==> config.mk <==
export PLATFORM = sky130hd
export DESIGN_NAME = task_scheduler_tick
export DESIGN_NICKNAME = d
export VERILOG_FILES = /design/src/hw/rtl/tsch_pkg.sv /design/src/hw/rtl/tsch_table.sv /design/src/hw/rtl/task_scheduler_tick.sv
export SDC_FILE = /design/constraint.sdc
export NUM_CORES = 2
export LEC_CHECK = 0
export ABC_AREA = 1
export BUFFER_PORTS_ARGS = -buffer_cell sky130_fd_sc_hd__buf_2
export CAP_MARGIN = 20
export CELL_PAD_IN_SITES_DETAIL_PLACEMENT = 1
export CELL_PAD_IN_SITES_GLOBAL_PLACEMENT = 1
export CORE_MARGIN = 1
export CORE_UTILIZATION = 40
export CTS_CLUSTER_SIZE = 16
export DETAILED_ROUTE_END_ITERATION = 10
export PLACE_DENSITY_LB_ADDON = 0.1
export SETUP_SLACK_MARGIN = 0.2
export SLEW_MARGIN = 5
export SYNTH_ARGS = -nofsm -noshare
export SYNTH_HDL_FRONTEND = slang
export SYNTH_SLANG_ARGS = --single-unit
==> constraint.sdc <==
create_clock -name clk -period 20.5 [get_ports clk]
set_input_delay 4.1 -clock clk [delete_from_list [all_inputs] [get_ports clk]]
set_output_delay 4.1 -clock clk [all_outputs]
set_load 0.1 [all_outputs]
==> src/hw/rtl/tsch_pkg.sv <==
// shared widths, codes and table transfer types for the task scheduler tick block
// no dependencies
package tsch_pkg;

    localparam int NUM_TASKS  = 16;
    localparam int SLOT_W     = $clog2(NUM_TASKS);
    localparam int CNT_W      = SLOT_W + 1;
    localparam int TIME_W     = 16;
    localparam int BURST_W    = 8;
    localparam int PRIO_W     = 8;
    localparam int MODE_W     = 3;
    localparam int REQ_W      = 2;
    localparam int QNT_W      = 8;
    localparam int CFG_IDX_W  = 1;
    localparam int CFG_DATA_W = 8;

    localparam logic [MODE_W-1:0] MODE_PRIO    = 3'd0;
    localparam logic [MODE_W-1:0] MODE_PRIO_PR = 3'd1;
    localparam logic [MODE_W-1:0] MODE_SJF     = 3'd2;
    localparam logic [MODE_W-1:0] MODE_SRTF    = 3'd3;
    localparam logic [MODE_W-1:0] MODE_FCFS    = 3'd4;
    localparam logic [MODE_W-1:0] MODE_RR      = 3'd5;

    localparam logic [REQ_W-1:0] REQ_ADD     = 2'd0;
    localparam logic [REQ_W-1:0] REQ_TICK    = 2'd1;
    localparam logic [REQ_W-1:0] REQ_RESTART = 2'd2;

    localparam logic [CFG_IDX_W-1:0] CFG_SCHED_MODE   = 1'd0;
    localparam logic [CFG_IDX_W-1:0] CFG_TIME_QUANTUM = 1'd1;

    localparam logic [TIME_W-1:0] TIME_MAX = {TIME_W{1'b1}};

    typedef struct packed {
        logic               add_en;
        logic               rem_en;
        logic [SLOT_W-1:0]  idx;
        logic [BURST_W-1:0] burst;
        logic [BURST_W-1:0] rem;
        logic [TIME_W-1:0]  arrival;
        logic [PRIO_W-1:0]  prio;
    } tbl_wr_t;

    typedef struct packed {
        logic [BURST_W-1:0] burst;
        logic [BURST_W-1:0] rem;
        logic [TIME_W-1:0]  arrival;
        logic [PRIO_W-1:0]  prio;
    } tbl_rd_t;

endpackage

==> src/hw/rtl/tsch_table.sv <==
// task table: original burst, remaining burst, arrival and priority per slot
// depends on tsch_pkg
module tsch_table
    import tsch_pkg::*;
(
    input  logic              clk,
    input  tbl_wr_t           wr,
    input  logic [SLOT_W-1:0] rd_idx,
    output tbl_rd_t           rd
);

    logic [BURST_W-1:0] orig_mem  [NUM_TASKS];
    logic [BURST_W-1:0] rem_mem   [NUM_TASKS];
    logic [TIME_W-1:0]  arr_mem   [NUM_TASKS];
    logic [PRIO_W-1:0]  prio_mem  [NUM_TASKS];

    always_ff @(posedge clk)
    begin
        if (wr.add_en)
        begin
            orig_mem[wr.idx] <= wr.burst;
            arr_mem[wr.idx]  <= wr.arrival;
            prio_mem[wr.idx] <= wr.prio;
        end
        if (wr.add_en || wr.rem_en)
        begin
            rem_mem[wr.idx] <= wr.rem;
        end
    end

    // single read port, at the scan slot or, while a popped entry is checked, at the popped slot
    assign rd.burst   = orig_mem[rd_idx];
    assign rd.rem     = rem_mem[rd_idx];
    assign rd.arrival = arr_mem[rd_idx];
    assign rd.prio    = prio_mem[rd_idx];

endmodule

==> src/hw/rtl/task_scheduler_tick.sv <==
// top level of the task scheduler tick block: sequencer, ready fifo, result registers
// depends on tsch_pkg and tsch_table
//
// One request is taken when start is high and busy is low; exactly one result
// follows, shown for a single cycle with out_valid high, and cannot be held off.
// An add or unknown request is answered straight from idle; a restart walks the
// used slots once to reload remaining bursts. A tick walks the used slots once
// to queue newly eligible tasks, once more to select under priority, SJF, SRTF
// or FCFS unless the running task keeps running (round robin instead pops the
// ready fifo, one entry per ST_POPRD/ST_POPCHK pair), then executes and takes
// the turnaround in ST_EXEC and the waiting time in ST_FIN; the table's one read
// port is walked slot by slot. A tick that finds no running task walks the table
// once more to detect that all work is done.
module task_scheduler_tick
    import tsch_pkg::*;
(
    input  logic                  clk,
    input  logic                  rst_n,
    input  logic                  start,
    output logic                  busy,
    input  logic [REQ_W-1:0]      req_type,
    input  logic [BURST_W-1:0]    burst_time,
    input  logic [TIME_W-1:0]     arrival_time,
    input  logic [PRIO_W-1:0]     priority_level,
    input  logic                  cfg_we,
    input  logic [CFG_IDX_W-1:0]  cfg_addr,
    input  logic [CFG_DATA_W-1:0] cfg_wdata,
    output logic                  out_valid,
    output logic                  run_valid,
    output logic [SLOT_W-1:0]     run_slot,
    output logic [TIME_W-1:0]     now_time,
    output logic                  done_valid,
    output logic [TIME_W-1:0]     turnaround,
    output logic [TIME_W-1:0]     waiting,
    output logic                  all_done,
    output logic                  table_full
);

    // sequencer states
    localparam logic [3:0] ST_IDLE   = 4'd0;
    localparam logic [3:0] ST_ENQ    = 4'd1;
    localparam logic [3:0] ST_DECIDE = 4'd2;
    localparam logic [3:0] ST_POPRD  = 4'd3;
    localparam logic [3:0] ST_POPCHK = 4'd4;
    localparam logic [3:0] ST_SEL    = 4'd5;
    localparam logic [3:0] ST_TAKE   = 4'd6;
    localparam logic [3:0] ST_EXEC   = 4'd7;
    localparam logic [3:0] ST_FIN    = 4'd8;
    localparam logic [3:0] ST_ANY    = 4'd9;
    localparam logic [3:0] ST_RST    = 4'd10;

    logic [3:0]          state_reg, state_next;
    logic [CNT_W-1:0]    cnt_reg, cnt_next;
    logic [CNT_W-1:0]    tcount_reg, tcount_next;
    logic                rv_reg, rv_next;
    logic [SLOT_W-1:0]   rs_reg, rs_next;
    logic [TIME_W-1:0]   tick_reg, tick_next;
    logic [QNT_W-1:0]    ql_reg, ql_next;
    logic [SLOT_W-1:0]   head_reg, head_next;
    logic [SLOT_W-1:0]   tail_reg, tail_next;
    logic [CNT_W-1:0]    fill_reg, fill_next;
    logic [NUM_TASKS-1:0] qmask_reg, qmask_next;
    logic [MODE_W-1:0]   mode_reg, mode_next;
    logic [QNT_W-1:0]    tq_reg, tq_next;

    // cached fields of the running task
    logic [BURST_W-1:0]  run_rem_reg, run_rem_next;
    logic [BURST_W-1:0]  run_orig_reg, run_orig_next;
    logic [TIME_W-1:0]   run_arr_reg, run_arr_next;
    logic [PRIO_W-1:0]   run_prio_reg, run_prio_next;

    // selection scan
    logic                found_reg, found_next;
    logic [BURST_W:0]    bound_reg, bound_next;
    logic [SLOT_W-1:0]   best_reg, best_next;
    logic [BURST_W-1:0]  best_rem_reg, best_rem_next;
    logic [BURST_W-1:0]  best_orig_reg, best_orig_next;
    logic [TIME_W-1:0]   best_arr_reg, best_arr_next;
    logic [PRIO_W-1:0]   best_prio_reg, best_prio_next;

    logic [TIME_W-1:0]   tat_reg, tat_next;
    logic                fin_done_reg, fin_done_next;
    logic                any_reg, any_next;
    logic [SLOT_W-1:0]   pop_slot_reg;

    logic                out_valid_reg, out_valid_next;
    logic                o_run_reg, o_run_next;
    logic [SLOT_W-1:0]   o_slot_reg, o_slot_next;
    logic [TIME_W-1:0]   o_now_reg, o_now_next;
    logic                o_done_reg, o_done_next;
    logic [TIME_W-1:0]   o_tat_reg, o_tat_next;
    logic [TIME_W-1:0]   o_wait_reg, o_wait_next;
    logic                o_all_reg, o_all_next;
    logic                o_full_reg, o_full_next;

    logic [SLOT_W-1:0]   fifo_mem [NUM_TASKS];
    logic                push_en;
    logic [SLOT_W-1:0]   push_slot;
    logic                pop_en;

    tbl_wr_t             tbl_wr;
    tbl_rd_t             tbl_rd;
    logic [SLOT_W-1:0]   rd_idx;

    logic [SLOT_W-1:0]   scan_idx;
    logic                scan_last;
    logic                elig;
    logic                not_running;
    logic [MODE_W-1:0]   mode_eff;
    logic                m_prio, m_sjf, m_rr, m_preempt;
    logic                fifo_room;
    logic [BURST_W-1:0]  new_rem;
    logic [TIME_W:0]     tat_wide;
    logic [TIME_W-1:0]   tick_inc;

    tsch_table u_table (
        .clk    (clk),
        .wr     (tbl_wr),
        .rd_idx (rd_idx),
        .rd     (tbl_rd)
    );

    assign scan_idx  = cnt_reg[SLOT_W-1:0];
    assign scan_last = ((cnt_reg + CNT_W'(1)) == tcount_reg);
    assign rd_idx    = (state_reg == ST_POPCHK) ? pop_slot_reg : scan_idx;

    // eligible: arrived and still has work
    assign elig        = (tbl_rd.arrival <= tick_reg) && (tbl_rd.rem != '0);
    assign not_running = !(rv_reg && (scan_idx == rs_reg));

    assign mode_eff  = (mode_reg > MODE_RR) ? MODE_FCFS : mode_reg;
    assign m_prio    = (mode_eff == MODE_PRIO) || (mode_eff == MODE_PRIO_PR);
    assign m_sjf     = (mode_eff == MODE_SJF) || (mode_eff == MODE_SRTF);
    assign m_rr      = (mode_eff == MODE_RR);
    assign m_preempt = (mode_eff == MODE_PRIO_PR) || (mode_eff == MODE_SRTF) || m_rr;

    assign fifo_room = (fill_reg < CNT_W'(NUM_TASKS));
    assign new_rem   = run_rem_reg - BURST_W'(1);
    assign tat_wide  = {1'b0, tick_reg} + (TIME_W+1)'(1) - {1'b0, run_arr_reg};
    assign tick_inc  = (tick_reg != TIME_MAX) ? tick_reg + TIME_W'(1) : tick_reg;

    always_comb
    begin
        state_next     = state_reg;
        cnt_next       = cnt_reg;
        tcount_next    = tcount_reg;
        rv_next        = rv_reg;
        rs_next        = rs_reg;
        tick_next      = tick_reg;
        ql_next        = ql_reg;
        head_next      = head_reg;
        tail_next      = tail_reg;
        fill_next      = fill_reg;
        qmask_next     = qmask_reg;
        mode_next      = mode_reg;
        tq_next        = tq_reg;
        run_rem_next   = run_rem_reg;
        run_orig_next  = run_orig_reg;
        run_arr_next   = run_arr_reg;
        run_prio_next  = run_prio_reg;
        found_next     = found_reg;
        bound_next     = bound_reg;
        best_next      = best_reg;
        best_rem_next  = best_rem_reg;
        best_orig_next = best_orig_reg;
        best_arr_next  = best_arr_reg;
        best_prio_next = best_prio_reg;
        tat_next       = tat_reg;
        fin_done_next  = fin_done_reg;
        any_next       = any_reg;
        out_valid_next = 1'b0;
        o_run_next     = o_run_reg;
        o_slot_next    = o_slot_reg;
        o_now_next     = o_now_reg;
        o_done_next    = o_done_reg;
        o_tat_next     = o_tat_reg;
        o_wait_next    = o_wait_reg;
        o_all_next     = o_all_reg;
        o_full_next    = o_full_reg;
        push_en        = 1'b0;
        push_slot      = scan_idx;
        pop_en         = 1'b0;
        tbl_wr         = '0;
        tbl_wr.idx     = scan_idx;

        // configuration writes, to be made only while idle; the block does not enforce it
        if (cfg_we)
        begin
            unique case (cfg_addr)
                CFG_SCHED_MODE:   mode_next = cfg_wdata[MODE_W-1:0];
                CFG_TIME_QUANTUM: tq_next = (cfg_wdata == '0) ? QNT_W'(1) : cfg_wdata;
                default:          ;
            endcase
        end

        unique case (state_reg)
            ST_IDLE:
            begin
                if (start)
                begin
                    // a result defaults to all zero but now_time
                    o_run_next  = 1'b0;
                    o_slot_next = '0;
                    o_now_next  = tick_reg;
                    o_done_next = 1'b0;
                    o_tat_next  = '0;
                    o_wait_next = '0;
                    o_all_next  = 1'b0;
                    o_full_next = 1'b0;
                    cnt_next    = '0;
                    unique case (req_type)
                        REQ_ADD:
                        begin
                            if (tcount_reg >= CNT_W'(NUM_TASKS))
                            begin
                                o_full_next = 1'b1;
                            end
                            else
                            begin
                                tbl_wr.add_en  = 1'b1;
                                tbl_wr.idx     = tcount_reg[SLOT_W-1:0];
                                tbl_wr.burst   = burst_time;
                                tbl_wr.rem     = burst_time;
                                tbl_wr.arrival = arrival_time;
                                tbl_wr.prio    = priority_level;
                                tcount_next    = tcount_reg + CNT_W'(1);
                            end
                            out_valid_next = 1'b1;
                        end
                        REQ_TICK:
                        begin
                            state_next = (tcount_reg != '0) ? ST_ENQ : ST_DECIDE;
                        end
                        REQ_RESTART:
                        begin
                            tick_next  = '0;
                            rv_next    = 1'b0;
                            rs_next    = '0;
                            head_next  = '0;
                            tail_next  = '0;
                            fill_next  = '0;
                            qmask_next = '0;
                            ql_next    = tq_reg;
                            o_now_next = '0;
                            if (tcount_reg != '0)
                            begin
                                state_next = ST_RST;
                            end
                            else
                            begin
                                out_valid_next = 1'b1;
                            end
                        end
                        default:
                        begin
                            out_valid_next = 1'b1;
                        end
                    endcase
                end
            end

            ST_RST:
            begin
                // reload remaining burst from original burst
                tbl_wr.rem_en = 1'b1;
                tbl_wr.rem    = tbl_rd.burst;
                cnt_next      = cnt_reg + CNT_W'(1);
                if (scan_last)
                begin
                    out_valid_next = 1'b1;
                    state_next     = ST_IDLE;
                end
            end

            ST_ENQ:
            begin
                // queue every newly eligible task that is not running
                if (elig && not_running && !qmask_reg[scan_idx] && fifo_room)
                begin
                    push_en               = 1'b1;
                    push_slot             = scan_idx;
                    tail_next             = (tail_reg == SLOT_W'(NUM_TASKS-1)) ?
                                            '0 : tail_reg + SLOT_W'(1);
                    fill_next             = fill_reg + CNT_W'(1);
                    qmask_next[scan_idx]  = 1'b1;
                end
                cnt_next = cnt_reg + CNT_W'(1);
                if (scan_last)
                begin
                    state_next = ST_DECIDE;
                end
            end

            ST_DECIDE:
            begin
                cnt_next = '0;
                if (rv_reg && !(m_preempt && (m_prio || m_sjf || (m_rr && ql_reg == '0))))
                begin
                    state_next = ST_EXEC;
                end
                else if (m_rr)
                begin
                    // expired quantum: running task goes back to the tail
                    if (rv_reg && ql_reg == '0 && run_rem_reg != '0)
                    begin
                        if (!qmask_reg[rs_reg] && fifo_room)
                        begin
                            push_en            = 1'b1;
                            push_slot          = rs_reg;
                            tail_next          = (tail_reg == SLOT_W'(NUM_TASKS-1)) ?
                                                 '0 : tail_reg + SLOT_W'(1);
                            fill_next          = fill_reg + CNT_W'(1);
                            qmask_next[rs_reg] = 1'b1;
                        end
                        rv_next = 1'b0;
                    end
                    state_next = ST_POPRD;
                end
                else
                begin
                    found_next = 1'b0;
                    if (rv_reg)
                    begin
                        bound_next = m_prio ? {1'b0, run_prio_reg} : {1'b0, run_rem_reg};
                    end
                    else
                    begin
                        bound_next = {1'b1, {BURST_W{1'b0}}};
                    end
                    state_next = (tcount_reg != '0) ? ST_SEL : ST_EXEC;
                end
            end

            ST_POPRD:
            begin
                if (rv_reg || fill_reg == '0)
                begin
                    state_next = ST_EXEC;
                end
                else
                begin
                    pop_en     = 1'b1;
                    head_next  = (head_reg == SLOT_W'(NUM_TASKS-1)) ?
                                 '0 : head_reg + SLOT_W'(1);
                    fill_next  = fill_reg - CNT_W'(1);
                    state_next = ST_POPCHK;
                end
            end

            ST_POPCHK:
            begin
                // stale entries are dropped
                qmask_next[pop_slot_reg] = 1'b0;
                if (({1'b0, pop_slot_reg} < tcount_reg) && tbl_rd.rem != '0)
                begin
                    rv_next       = 1'b1;
                    rs_next       = pop_slot_reg;
                    run_rem_next  = tbl_rd.rem;
                    run_orig_next = tbl_rd.burst;
                    run_arr_next  = tbl_rd.arrival;
                    run_prio_next = tbl_rd.prio;
                    ql_next       = tq_reg;
                end
                state_next = ST_POPRD;
            end

            ST_SEL:
            begin
                if (elig && not_running)
                begin
                    if (m_prio)
                    begin
                        if ({1'b0, tbl_rd.prio} < bound_reg)
                        begin
                            bound_next = {1'b0, tbl_rd.prio};
                            found_next = 1'b1;
                            best_next  = scan_idx;
                        end
                    end
                    else if (m_sjf)
                    begin
                        if ({1'b0, tbl_rd.rem} < bound_reg)
                        begin
                            bound_next = {1'b0, tbl_rd.rem};
                            found_next = 1'b1;
                            best_next  = scan_idx;
                        end
                        else if (found_reg && {1'b0, tbl_rd.rem} == bound_reg &&
                                 tbl_rd.arrival < best_arr_reg)
                        begin
                            best_next = scan_idx;
                        end
                    end
                    else
                    begin
                        if (!found_reg || tbl_rd.arrival < best_arr_reg)
                        begin
                            found_next = 1'b1;
                            best_next  = scan_idx;
                        end
                    end
                    if (best_next == scan_idx && (found_next != found_reg ||
                        best_next != best_reg || !found_reg))
                    begin
                        best_rem_next  = tbl_rd.rem;
                        best_orig_next = tbl_rd.burst;
                        best_arr_next  = tbl_rd.arrival;
                        best_prio_next = tbl_rd.prio;
                    end
                end
                cnt_next = cnt_reg + CNT_W'(1);
                if (scan_last)
                begin
                    state_next = ST_TAKE;
                end
            end

            ST_TAKE:
            begin
                // a find always beats the running task, since the bound started there
                if (found_reg)
                begin
                    rv_next       = 1'b1;
                    rs_next       = best_reg;
                    run_rem_next  = best_rem_reg;
                    run_orig_next = best_orig_reg;
                    run_arr_next  = best_arr_reg;
                    run_prio_next = best_prio_reg;
                end
                state_next = ST_EXEC;
            end

            ST_EXEC:
            begin
                if (rv_reg)
                begin
                    tbl_wr.rem_en = 1'b1;
                    tbl_wr.idx    = rs_reg;
                    tbl_wr.rem    = new_rem;
                    run_rem_next  = new_rem;
                    if (m_rr && ql_reg != '0)
                    begin
                        ql_next = ql_reg - QNT_W'(1);
                    end
                    fin_done_next = (new_rem == '0);
                    if (new_rem == '0)
                    begin
                        rv_next  = 1'b0;
                        tat_next = tat_wide[TIME_W] ? TIME_MAX : tat_wide[TIME_W-1:0];
                    end
                    state_next = ST_FIN;
                end
                else if (tcount_reg != '0)
                begin
                    any_next   = 1'b0;
                    cnt_next   = '0;
                    state_next = ST_ANY;
                end
                else
                begin
                    o_all_next     = 1'b1;
                    out_valid_next = 1'b1;
                    state_next     = ST_IDLE;
                end
            end

            ST_FIN:
            begin
                o_run_next  = 1'b1;
                o_slot_next = rs_reg;
                o_done_next = fin_done_reg;
                if (fin_done_reg)
                begin
                    o_tat_next  = tat_reg;
                    o_wait_next = (tat_reg > TIME_W'(run_orig_reg)) ?
                                  tat_reg - TIME_W'(run_orig_reg) : '0;
                end
                tick_next      = tick_inc;
                out_valid_next = 1'b1;
                state_next     = ST_IDLE;
            end

            ST_ANY:
            begin
                // nothing ran: check whether any task still has work
                if (tbl_rd.rem != '0)
                begin
                    any_next = 1'b1;
                end
                cnt_next = cnt_reg + CNT_W'(1);
                if (scan_last)
                begin
                    if (any_reg || tbl_rd.rem != '0)
                    begin
                        tick_next = tick_inc;
                    end
                    else
                    begin
                        o_all_next = 1'b1;
                    end
                    out_valid_next = 1'b1;
                    state_next     = ST_IDLE;
                end
            end

            default:
            begin
                state_next = ST_IDLE;
            end
        endcase
    end

    // ready fifo storage with registered read
    always_ff @(posedge clk)
    begin
        if (push_en)
        begin
            fifo_mem[tail_reg] <= push_slot;
        end
        if (pop_en)
        begin
            pop_slot_reg <= fifo_mem[head_reg];
        end
    end

    // control state
    always_ff @(posedge clk or negedge rst_n)
    begin
        if (!rst_n)
        begin
            state_reg     <= ST_IDLE;
            cnt_reg       <= '0;
            tcount_reg    <= '0;
            rv_reg        <= 1'b0;
            rs_reg        <= '0;
            tick_reg      <= '0;
            ql_reg        <= QNT_W'(1);
            head_reg      <= '0;
            tail_reg      <= '0;
            fill_reg      <= '0;
            qmask_reg     <= '0;
            mode_reg      <= MODE_FCFS;
            tq_reg        <= QNT_W'(1);
            found_reg     <= 1'b0;
            fin_done_reg  <= 1'b0;
            any_reg       <= 1'b0;
            out_valid_reg <= 1'b0;
        end
        else
        begin
            state_reg     <= state_next;
            cnt_reg       <= cnt_next;
            tcount_reg    <= tcount_next;
            rv_reg        <= rv_next;
            rs_reg        <= rs_next;
            tick_reg      <= tick_next;
            ql_reg        <= ql_next;
            head_reg      <= head_next;
            tail_reg      <= tail_next;
            fill_reg      <= fill_next;
            qmask_reg     <= qmask_next;
            mode_reg      <= mode_next;
            tq_reg        <= tq_next;
            found_reg     <= found_next;
            fin_done_reg  <= fin_done_next;
            any_reg       <= any_next;
            out_valid_reg <= out_valid_next;
        end
    end

    // payload registers
    always_ff @(posedge clk)
    begin
        run_rem_reg   <= run_rem_next;
        run_orig_reg  <= run_orig_next;
        run_arr_reg   <= run_arr_next;
        run_prio_reg  <= run_prio_next;
        bound_reg     <= bound_next;
        best_reg      <= best_next;
        best_rem_reg  <= best_rem_next;
        best_orig_reg <= best_orig_next;
        best_arr_reg  <= best_arr_next;
        best_prio_reg <= best_prio_next;
        tat_reg       <= tat_next;
        o_run_reg     <= o_run_next;
        o_slot_reg    <= o_slot_next;
        o_now_reg     <= o_now_next;
        o_done_reg    <= o_done_next;
        o_tat_reg     <= o_tat_next;
        o_wait_reg    <= o_wait_next;
        o_all_reg     <= o_all_next;
        o_full_reg    <= o_full_next;
    end

    assign busy       = (state_reg != ST_IDLE);
    assign out_valid  = out_valid_reg;
    assign run_valid  = o_run_reg;
    assign run_slot   = o_slot_reg;
    assign now_time   = o_now_reg;
    assign done_valid = o_done_reg;
    assign turnaround = o_tat_reg;
    assign waiting    = o_wait_reg;
    assign all_done   = o_all_reg;
    assign table_full = o_full_reg;

endmodule

---- Word-level counts from Yosys, hierarchy flattened ----
Memory sizes are Yosys's and may differ from the RTL's. A register that Yosys moved wholly into a read port is not among the register bits.
Index checks and enable logic that the tools add are counted.
storage, ports and cells
  ROM bits ................................ 0
  logic and storage cells ................. 407
  memories kept ........................... 5
  bits of input ports ..................... 47
  bits in writable memories ............... 704
  register bits ........................... 252
  bits in latches ......................... 0
  output and inout port bits .............. 58
cells by class
  bitwise gates (word level) .............. 6
  equal/unequal tests ..................... 55
  multiply operators ...................... 0
  reductions and logical operators ........ 91
  multiplexer cells ....................... 187
  shift operators ......................... 0
  div/mod/pow operators ................... 0
  $lt $le $gt $ge ......................... 15
  $add $sub $neg .......................... 12
memory list
  memory            depth  bits a word  read ports  clocked after memory_dff  wr ports  line                       text
  u_table.arr_mem   16     16           1           0                         1         tsch_table.sv:14           logic [TIME_W-1:0] arr_mem [NUM_TASKS];
  u_table.orig_mem  16     8            1           0                         1         tsch_table.sv:12           logic [BURST_W-1:0] orig_mem [NUM_TASKS];
  u_table.prio_mem  16     8            1           0                         1         tsch_table.sv:15           logic [PRIO_W-1:0] prio_mem [NUM_TASKS];
  u_table.rem_mem   16     8            1           0                         1         tsch_table.sv:13           logic [BURST_W-1:0] rem_mem [NUM_TASKS];
  fifo_mem          16     4            1           1                         1         task_scheduler_tick.sv:96  logic [SLOT_W-1:0] fifo_mem [NUM_TASKS];
operators by type and width
  cell                                          count
  2-to-1 mux 16 bit                             18
  2-to-1 mux 4 bit                              34
  2-to-1 mux 44 bit                             3
  2-to-1 mux 8 bit                              16
  case mux 16 bit (2 select lines)              3
  2-to-1 mux 9 bit                              8
  case mux 8 bit (3 select lines)               3
  case mux 16 bit (4 select lines)              1
  2-to-1 mux 5 bit                              12
  2-to-1 mux 1 bit                              54
  case mux 16 bit (3 select lines)              1
  inequality test 2 bit, second input constant  22
  case mux 5 bit (4 select lines)               2
  case mux 4 bit (9 select lines)               1
  bitwise OR 16 bit                             2
  case mux 4 bit (2 select lines)               4
  case mux 8 bit (2 select lines)               2
  AND reduction 4 bit                           7
  logical NOT 8 bit                             3
  2-to-1 mux 24 bit                             1
  case mux 4 bit (3 select lines)               2
  AND reduction 8 bit                           3
  nonzero test 8 bit                            3
  equality test 4 bit, second input constant    5
  other kinds (66)                              156

---- Logic depth before layout (Yosys ltp) ----
An unclocked memory read counts as a cell.
  depth in word-level cells ............... 17
  depth in mapped cells ................... 37
  depth with buffers taken out ............ 31

---- Cells and area by module ----
A second synthesis with hierarchy kept.
second synthesis, totals
  cells, all modules ...................... 4,658
  area total of the unflattened synthesis .. 45,834.0 um^2
modules (own cells, without submodules)
  module               area each (um^2)  instances  cells each  seq. area each (um^2)
  tsch_table           27,614.0          1          2,639       19,218.4
  task_scheduler_tick  18,220.0          1          2,019       9,177.6

---- Worst setup path after synthesis ----
No wires, ideal clock.
  path type ............................... input-to-reg
  start ................................... input start
  end ..................................... memory u_table.arr_mem[0][0] (enable)
  cell stages on the path ................. 12
  arrival ................................. 7.595 ns
  slack ................................... 12.484 ns
  buffers on the path ..................... 0
  setup time .............................. 0.421 ns
  data required time ...................... 20.079 ns
  cells stage by stage .................... inv_1 nor2_1 inv_1 nor3_1 inv_1 nand2_1 inv_1 a221oi_1 inv_1 nor2_1 nand2_1 nor2_1
on the way
  cells in the longest elaborated chain, start to end .. 4
  elaborated cells on any way between the ends .. 6
  classes of those cells .................. 6 x mux
ends and longest elaborated chain
  what                                    line                        text
  start: declaration                      task_scheduler_tick.sv:19   input logic start,
  2-to-1 mux 1 bit                        task_scheduler_tick.sv:199  if (start)
  2-to-1 mux 1 bit                        task_scheduler_tick.sv:196  unique case (state_reg)
  2-to-1 mux 1 bit                        tsch_table.sv:19            if (wr.add_en)
  2-to-1 mux 1 bit (not written as such)  tsch_table.sv:22            arr_mem[wr.idx] <= wr.arrival;
  end: declaration                        tsch_table.sv:14
Parallel ways exist; a longest one is shown, timed or not.

---- Worst setup path after layout ----
  start ................................... input start
  end ..................................... memory u_table.arr_mem[6][3] (enable)
Same word-level chain as after synthesis.

==> run_results.csv <==
group,metric,value,unit
clocking,cts_setup_buffers,0,
sta,clock.fmax,133,MHz
synthesis,synthesis.nets,4155,
clocking,cts_resized,0,
power_and_ir_drop,p_per_area,154,nW/um^2
synthesis,synth_edf_count,873,
setup_path,worst_ep_required_time,20.82,ns
final_layout,final-instance-count-excl-fill,5589,
floorplan,dieArea,110000,sq um
grt,grt_pass1_wl,199000,um
synthesis,yosysMostFrequentCell,"edfxtp_1",
setup_path,criticalPathCategory,"input port to register",
setup_path,path_cells,"buf_2, inv_1, nor2_2, inv_1, nor3_2, buf_4, clkinv_2, nand2_1, inv_1, a221oi_1, inv_1, nor2_1, nand2_1, nor2_4, buf_4",
grt,grt_pass1_vias,31120,
synthesis,synth_flop_cell,"edfxtp_1",
power_and_ir_drop,vdd_ir_drop_max,0.117,mV
setup_path,crit_path_frequent_cell,"inv_1",
sta,tightest_slew,1.24,ns
power_and_ir_drop,leakage,19.3,nW
routing,avgRoutedWirePerCell,23.7,um
synthesis,synthesis.area,43500,sq um
final_layout,design_area,49300,sq um
routing,wl,133000,um
grt,gr-total-overflow,0,
placed_design,dp.cells,5384,
clocking,cts_hold_buf,0,
synthesis,synth-seq-cells,960,
run_status,outcome,"completed",
sta,rsz0062_at_grt,"no",
setup_path,r2r_slack,13.47,ns
final_layout,top_register,"u_table.arr_mem",
setup_path,critPathSlowestCell,"clkinv_2",
placed_design,gp_congestion,0.931,
sta,setup_viol,0,
floorplan,ioPinCount,105,
setup_path,end_kind,"register",
routing,drt_iter0_markers,2368,
synthesis,synth-async-reset-ratio,9.06,%
clocking,cts.htree.levels,3,
floorplan,initial_utilization,40.5,%
placed_design,dpl.hpwl,84100,um
job,max-cap-violations,0,
clocking,clkLatencyLatePin,0.71,ns
setup_path,crit_fanout,32,
routing,post-route-drc-count,0,
grt,gr-usage-met1,32.2,%
sta,hold_ws,0.486,ns
clocking,cts_sinks,960,
floorplan,die_h,332,um
sta,slew_viol_final,0,
final_layout,diodes,0,
clocking,path_clk_slew,0.06,ns
sta,skew,0.0334,ns
synthesis,yosysWarningCount,0,
placed_design,place_area,45600,sq um
floorplan,die_w,332,um
synthesis,synthCells,3998,
routing,ant_nets,0,
sta,fin_crit_sh,36.6,%
grt,grt_busiest_layer,"met2",
synthesis,ys_top_cells_by_area,"edfxtp_1, nand2_1, nand3_1",
routing,vias,30421,
grt,antenna_found_initial,1,
synthesis,synth_top_area_share,60.3,%
clocking,cts_tree,"yes",
setup_path,worst_setup_path_start_kind,"input port",
grt,use_met3,2.97,%
min_path,hold_class,"register to register",
grt,grt_usage,24.0,%
sta,final-hold-violation-count,0,
floorplan,rows,120,
final_layout,finalNetCount,4254,
sta,post-route-min-period,7.50,ns
floorplan,core-area,107000,sq um
placed_design,io_buffers,104,
sta,slew_headroom,16.3,%
sta,timing.setup.tns,0,ns
final_layout,syn2layout_area_growth,13.4,%
final_layout,largest_reg_flops,256,
grt,gr-usage-met2,40.2,%
synthesis,synth_common_cells,"edfxtp_1, nand2_1, nand3_1",
synthesis,synth_top_area_cell,"edfxtp_1",
setup_path,critPathMaxStageDelay,0.59,ns
setup_path,cp.arrival,7.83,ns
grt,grt_max_degree,193,
synthesis,ys_types,66,
routing,vias_per_cell,5.44,
final_layout,drive_gt1_share,10.0,%
clocking,cts_root_buffer,"clkbuf_16",
synthesis,seq_area_frac_synth,65.3,%
clocking,clk_path_buf_depth,3,
routing,firstDrtPassIters,5,
synthesis,syn_area_per_cell,10.9,sq um
clocking,numCtsBuffers,105,
## stage by stage
stage | total power, mW | util, % | setup WS [ns]
after floorplan | 4.62 | - | 12.48
after global placement | 5.62 | 42.5 | 12.54
after detailed placement | 5.68 | 42.5 | 12.34
after CTS | 7.66 | 45.8 | 13.07
after global routing | 8.05 | 45.9 | 12.77
final | 7.60 | 45.9 | 13.00
## layout make-up
class,instances,area [sq um]
Multi-Input combinational cell,2510,13100
Clock buffer,126,2740
Clock inverter,70,828
Sequential cell,960,28400
Timing Repair Buffer,180,1170
Fill cell,11561,58000
Tap cell,1403,1760
Inverter,340,1280
## logic make-up after synthesis
logic type | count (synthesis) | synth area share [%]
mux | 13 | 0.302
fa+ha+maj | 110 | 3.22
xor+xnor | 35 | 0.705
buf+inv | 528 | 4.99
compound gates | 587 | 8.26
flops | 960 | 65.3
simple gates | 1765 | 17.2
## routing by layer
metal | vias to the layer above | part of all wire (%)
met5 | - | 0
met4 | 0 | 3.2
met3 | 176 | 3.8
met2 | 618 | 48
met1 | 15343 | 45
li1 | 14284 | -
## power breakdown
part	internal (mW)	switching, mW
sequential	2.37	0.110
clock	1.16	0.802
combinational	0.845	2.32
## placed cells by master, fill, tap and decap left out, types with 8 or more instances in the layout
| cell | n |
|---|---|
| buf_2 | 103 |
| clkbuf_16 | 106 |
| a31oi_1 | 9 |
| nand3_1 | 479 |
| clkinv_1 | 22 |
| xnor2_1 | 11 |
| o22ai_1 | 43 |
| a21oi_1 | 97 |
| xor2_1 | 24 |
| nand4_1 | 20 |
| a32oi_1 | 14 |
| bufinv_16 | 16 |
| o211ai_1 | 30 |
| clkinv_2 | 29 |
| nor2_1 | 383 |
| nor2_4 | 20 |
| edfxtp_1 | 873 |
| dfrtp_1 | 84 |
| inv_1 | 325 |
| nor3_1 | 17 |
| clkbuf_1 | 19 |
| mux2i_1 | 12 |
| o21ai_1 | 16 |
| ha_1 | 107 |
| o21ai_0 | 252 |
| a32o_1 | 8 |
| o32ai_1 | 10 |
| buf_4 | 68 |
| inv_2 | 10 |
| nand2_1 | 804 |
| o221ai_1 | 49 |
## worst paths after layout
| kind | start | cells past startpoint | end |
|---|---|---|---|
| max | start | 15 | u_table.arr_mem[6][3] |
| min reg2reg | tq_reg[0] | 2 | tq_reg[0] |
| max in group asynchronous | rst_n | 2 | tick_reg[7] |
| min in group asynchronous | rst_n | 1 | tcount_reg[0] |
| min | tq_reg[0] | 2 | tq_reg[0] |
| max reg2reg | state_reg[1] | 22 | best_orig_reg[7] |
## critical path: cells and delay by family
| kind | cells | cell delay (ns) |
|---|---|---|
| buffers and inverters | 8 | 1.95 |
| AND/OR/NAND/NOR | 6 | 1.20 |
| AO/OA/AOI/OAI | 1 | 0.53 |
Note: power is estimated with default switching activity, not from simulation.
